--- config.mk ---
export PLATFORM = sky130hd
export DESIGN_NAME = bam_ctrl
export DESIGN_NICKNAME = d
export VERILOG_FILES = /design/src/rtl/bam_pkg.sv /design/src/rtl/bam_ctrl.sv
export SDC_FILE = /design/constraint.sdc
export NUM_CORES = 1
export LEC_CHECK = 0
export ABC_CLOCK_PERIOD_IN_PS = 2300
export BUFFER_PORTS_ARGS = -buffer_cell sky130_fd_sc_hd__buf_2
export CAP_MARGIN = 20
export CELL_PAD_IN_SITES_DETAIL_PLACEMENT = 1
export CELL_PAD_IN_SITES_GLOBAL_PLACEMENT = 1
export CORE_AREA = 4 4 41 43
export DETAILED_ROUTE_END_ITERATION = 8
export DIE_AREA = 0 0 45 47
export MAX_ROUTING_LAYER = met4
export PLACE_DENSITY = 0.67
export SYNTH_ARGS = -nofsm -noshare
export SYNTH_HDL_FRONTEND = slang
export SYNTH_SLANG_ARGS = --single-unit
--- constraint.sdc ---
create_clock -name clk -period 2.3 [get_ports clk]
set_input_delay 0.46 -clock clk [delete_from_list [all_inputs] [get_ports clk]]
set_output_delay 0.46 -clock clk [all_outputs]
set_load 0.02 [all_outputs]
--- src/rtl/bam_pkg.sv ---
// ---------------------------------------------------------------------------
// bam_pkg
// Types and constants shared by the block average mosaic modules.
// ---------------------------------------------------------------------------
package bam_pkg;

	localparam int unsigned MaxWidth   = 4096;
	localparam int unsigned MaxBlock   = 64;
	localparam int unsigned MaxHeight  = 4096;
	localparam int unsigned IdxW       = 12;
	localparam int unsigned SumW       = 20;
	localparam int unsigned DivNumW    = 21;
	localparam int unsigned DivDenW    = 13;
	localparam int unsigned CfgW       = 13;

	localparam logic [1:0] RegImageWidth  = 2'd0;
	localparam logic [1:0] RegImageHeight = 2'd1;
	localparam logic [1:0] RegBlockSize   = 2'd2;

	typedef struct packed {
		logic [7:0] red_in;
		logic [7:0] green_in;
		logic [7:0] blue_in;
		logic       frame_start;
	} pixel_t;

	typedef struct packed {
		logic [11:0] block_column;
		logic [11:0] block_row;
		logic [7:0]  red_avg;
		logic [7:0]  green_avg;
		logic [7:0]  blue_avg;
		logic        frame_done;
	} block_t;

	typedef struct packed {
		logic load_pix;
		logic start_col_div;
		logic cap_idx;
		logic mem_rd;
		logic acc;
		logic start_blk_div;
		logic load_out;
	} cmd_t;

	typedef struct packed {
		logic div_done;
		logic block_end;
	} status_t;

endpackage

--- src/rtl/bam_ctrl.sv ---
// ---------------------------------------------------------------------------
// bam_ctrl
// Sequencer: one pixel at a time through divide, read, accumulate, and average when a block closes.
// ---------------------------------------------------------------------------
module bam_ctrl (
	input  logic              clk,
	input  logic              arst_n,
	input  logic              in_valid,
	output logic              in_stall,
	output logic              out_valid,
	input  logic              out_stall,
	input  bam_pkg::status_t  status,
	output bam_pkg::cmd_t     cmd
);
	import bam_pkg::*;

	typedef enum logic [2:0] {
		S_IDLE, S_CGO, S_CDIV, S_RD, S_ACC, S_BGO, S_BDIV, S_HOLD
	} state_t;

	state_t state_q;
	logic   out_valid_q;
	logic   out_free;

	assign out_free = !out_valid_q || !out_stall;

	always_comb begin
		cmd               = '0;
		cmd.load_pix      = (state_q == S_IDLE) && in_valid;
		cmd.start_col_div = state_q == S_CGO;
		cmd.cap_idx       = state_q == S_CDIV;
		cmd.mem_rd        = state_q == S_RD;
		cmd.acc           = state_q == S_ACC;
		cmd.start_blk_div = state_q == S_BGO;
		cmd.load_out      = ((state_q == S_BDIV && status.div_done) || state_q == S_HOLD)
			&& out_free;
	end

	always_ff @(posedge clk or negedge arst_n) begin
		if (!arst_n) begin
			state_q     <= S_IDLE;
			out_valid_q <= 1'b0;
		end else begin
			if (cmd.load_out)
				out_valid_q <= 1'b1;
			else if (!out_stall)
				out_valid_q <= 1'b0;
			case (state_q)
				S_IDLE: if (in_valid) state_q <= S_CGO;
				S_CGO:  state_q <= S_CDIV;
				S_CDIV: if (status.div_done) state_q <= S_RD;
				S_RD:   state_q <= S_ACC;
				S_ACC:  state_q <= status.block_end ? S_BGO : S_IDLE;
				S_BGO:  state_q <= S_BDIV;
				S_BDIV: if (status.div_done) state_q <= out_free ? S_IDLE : S_HOLD;
				S_HOLD: if (out_free) state_q <= S_IDLE;
				default: state_q <= S_IDLE;
			endcase
		end
	end

	assign in_stall  = state_q != S_IDLE;
	assign out_valid = out_valid_q;

endmodule

# Word-level counts from Yosys, hierarchy flattened
# Cells that the tools add are included.
[op_classes]
muxes = 9
reduce_logical = 10
eq_ne = 12
[ops]
columns = ["op", "n"]
rows = [
  ["one-hot mux 3 bit (8 select lines)", 1],
  ["two-way mux 3 bit", 6],
  ["== test 3 bit (second input constant)", 4],
  ["!= test 2 bit (second input constant)", 4],
  ["== test 3 x 2 -> 1 bit (second input constant)", 2],
  ["AND reduction 4 bit", 1],
  ["== test 3 x 1 -> 1 bit (second input constant)", 1],
  ["logical AND 1 bit", 3],
  ["logical NOT 3 bit", 1],
  ["nonzero test 3 bit", 1],
  ["logical NOT 1 bit", 2],
  ["logical OR 1 bit", 2],
  ["two-way mux 1 bit", 2],
  ["!= test 2 x 1 -> 1 bit (second input constant)", 1],
]
[word_totals]
out_inout_bits = 9
input_bits = 6
regBits = 4

# Depth between registers and ports, before layout
[logic_depth]
word_depth = 5
mapped_depth = 4

# Worst setup path before layout
# No wires, ideal clock.
[synth_timing]
path_kind = "reg2out"
start = "reg state_q[1]"
end = "out cmd[3] in the netlist's numbering"
required_ps = 1840
slack_ps = 717
n_path_buf = 1
arrival_time_ps = 1123
stages_incl_launch_ff = 3
path_cell_list = "dfrtp_1 -> buf_2 -> nor3b_1"
[synth_rtl]
columns = ["item", "line_no", "source"]
rows = [
  ["start: declaration", "bam_ctrl.sv:21", "state_t state_q;"],
  ["start signal: assignment", "bam_ctrl.sv:53", "S_ACC: state_q <= status.block_end ? S_BGO : S_IDLE;"],
  ["start signal: assignment", "bam_ctrl.sv:55", "S_BDIV: if (status.div_done) state_q <= out_free ? S_IDLE : S_HOLD;"],
  ["end: declaration", "bam_ctrl.sv:13", "output bam_pkg::cmd_t cmd"],
]

==> results by group <==
Power and ir drop
  – Total Power: between 500 and 600 uW
  – P_leak: slightly below 0.0002 uW
  – Power Density: ~1500 mW/mm^2
  – Worst VDD drop: between 0.4 and 0.5 mV

Finish
  – # nets final: 57
  – Finished Core Util: 0.3000
  – Sequential cell area: about 100 sq um
  – Non-Filler Instances: 64
  – Share of cells above drive strength 1: 0.4082
  – Ant diodes: 0
  – Multi-input gate area: 171.4 sq um
  – Area grow syn2layout: 27.35%
  – Filler cells: 170

Clocking
  – Clock Latency Late Sink: around 0.23 ns
  – Root buffer cell: clkbuf_4
  – Hold Buf Count CTS: 0
  – Post_cts resized: 0
  – H-tree Lvls: 1
  – Worst-path clk slew: around 0.040 ns
  – Postcts setup bufs: 0
  – CTS tree: built
  – Total CTS buffers: 3
  – Clock Tree Buf Depth: 2
  – Sink Count: 4

Die
  – Core area: between 0.001 and 0.0015 sq mm
  – Starting Density: 0.2356
  – Die H: between 40 and 50 um
  – FP Rows: 13
  – Die area: about 0.0021 sq mm
  – Ports: 15
  – Die width: roughly 45 um

Synthesis
  – Post-synthesis cell area: approximately 310 sq um
  – Avg Cell Area, Syn: 8.758 sq um
  – Gate count of the mapped netlist: 35
  – Sequential cell area fraction in the yosys report: 0.3265
  – Syn. warnings: 0
  – Post-synth cell types: 21
  – Syn Nets: 41
  – Seq cells post-synth: 4

Routing
  – Residual DRC: 0
  – Vias: approximately 320
  – Detail Route Antenna Nets: 0
  – TritonRoute pass-1 iters: 1
  – DR iter-0 viols: 0
  – Routed WL: ~760 um
  – Vias per cell: roughly 5
  – DR WL/cell: 11.92 um

STA
  – Max Fclk: between 500 and 600 MHz
  – Relative slew slack: 0.7059
  – Number of setup violations in the final report: 0
  – RSZ-0062 raised after global routing: no
  – Period minus WS final: ~1.9 ns
  – Final setup TNS: 0 ns
  – Clk_skew: 0.004398 ns
  – Final hold vios: 0
  – Max Slew Vio Count: 0
  – Slew at the pin with the worst max-slew slack: 0.4411 ns
  – Tcrit/Tclk final: 0.8147

Worst setup path
  – R2r worst-path depth: 3
  – CP Data Required Time: around 1.8 ns
  – Worst Setup End Kind: output port
  – Worst-path fanout max: 15
  – CP Class: reg -> out
  – Critical Path Source Type: flip-flop
  – Arrival @ worst endpoint: between 1 and 1.5 ns

GRT
  – Total gr overflow: 0
  – Global Route Usage Sum: 0.09567
  – Largest net degree at the start of global routing: 16
  – Antenna violations before repair: 0
  – Vias in the first global route: roughly 310
  – Global-route wire length before repair: between 1000 and 1500 um

Worst hold path
  – Hold Path Class: in -> async

Job
  – Maxcap violations: 0

Placed design
  – IO Port Bufs: 14
  – Post-DP HPWL: approximately 570 um
  – Placed cell count: around 60
  – Routability cong.: approximately 0.73

Outcome
  – Status: finished clean
## path summary, 6_finish.rpt
path	endpoint	slack, ns	start
min in group clk	out_valid$_DFFE_PN0P_	0.55	status[1]
worst min register to register	out_valid$_DFFE_PN0P_	0.64	out_valid$_DFFE_PN0P_
worst max register to register	state_q[0]$_DFFE_PN0P_	1.06	state_q[2]$_DFFE_PN0P_
max in group asynchronous	out_valid$_DFFE_PN0P_	2.16	arst_n
worst max-delay path	cmd[6]	0.43	state_q[1]$_DFFE_PN0P_
worst min-delay path	state_q[1]$_DFFE_PN0P_	0.02	arst_n
## synth_stat cells
| library cell | instances | area, sq um |
|---|---|---|
| o22ai_1 | 1 | 6.260 |
| a21oi_1 | 2 | 10.01 |
| mux2i_1 | 1 | 10.01 |
| inv_1 | 2 | 7.510 |
| a211o_1 | 1 | 8.760 |
| buf_6 | 2 | 22.52 |
| a31o_1 | 1 | 8.760 |
| o211ai_1 | 1 | 7.510 |
| mux2_1 | 1 | 11.26 |
| a31oi_1 | 1 | 6.260 |
| nor2_1 | 1 | 3.750 |
| nor3_1 | 2 | 10.01 |
| nor3b_1 | 4 | 30.03 |
| buf_2 | 1 | 5.000 |
| nor2_2 | 1 | 6.260 |
| or3_4 | 1 | 11.26 |
| nand3_1 | 2 | 10.01 |
| o21a_1 | 1 | 7.510 |
| a21oi_2 | 1 | 8.760 |
| nand2_1 | 4 | 15.01 |
| dfrtp_1 | 4 | 100.1 |
## cells in the final DEF (no fill, tap or decap)
cell,count
nand3_1,2
a21oi_1,2
clkbuf_4,3
a31oi_1,1
nand2_1,4
inv_1,2
nor2_2,1
o21a_1,1
o22ai_1,1
buf_2,14
mux2_1,1
o211ai_1,1
or3_4,1
dfrtp_1,4
nor3b_1,4
a31o_1,1
nor3_1,2
nor2_1,1
a211o_1,1
a21oi_2,1
mux2i_1,1
## kinds of logic (layout without fill, tap and decap cells)
kind of cell / Yosys count / in the layout / share of synthesized area
flops: 4 / 4 / 0.3265
compound gates: 9 / 9 / 0.2082
buf+inv: 5 / 19 / 0.1143
mux: 2 / 2 / 0.06939
simple gates: 15 / 15 / 0.2816
## sequential cells by signal, indices dropped and copies added, names as in the netlist
name	cells
out_valid	1
state_q	3
## area by class of cell
cell class / count / share of cell area
multi-input cells: 26 / 0.4391
flip-flops and latches: 4 / 0.2564
repair buffers: 14 / 0.1795
inverters: 2 / 0.01923
well taps: 15 / 0.04808
clock buffers: 3 / 0.05769
## through the flow
stage	setup slack [ns]	cell area [sq um]	hold WS, ns
floorplan	0.7166	306.5	0.1644
global placement	0.6866	367.9	0.2651
detailed placement	0.6735	367.9	0.2653
CTS	0.4135	390.4	0.01366
global route	0.3163	390.4	0.007079
finish	0.4261	390.4	0.02009
## worst max-delay path, cell delays in order (launching register included)
cell     delay [ns]
dfrtp_1        0.52
or3_4          0.43
nor2_2         0.07
buf_2          0.16
## per-layer routing
metal / track usage / wire length [um] / vias up / part of all wire
li1: - / - / 153 / -
met4: 0.1228 / 39 / 0 / 0.051
met5: - / 0 / - / 0
met1: 0.09840 / 337 / 147 / 0.44
met2: 0.1328 / 348 / 12 / 0.46
met3: 0.02299 / 37 / 4 / 0.048
## power by group
| group | total, uW | internal, uW | switching [uW] |
|---|---|---|---|
| combinational | 294 | 132 | 162 |
| clock | 84.4 | 58.2 | 26.3 |
| sequential | 191 | 101 | 90.4 |
| total | 569 | 290 | 279 |
Power figures use the tool's default switching activity.
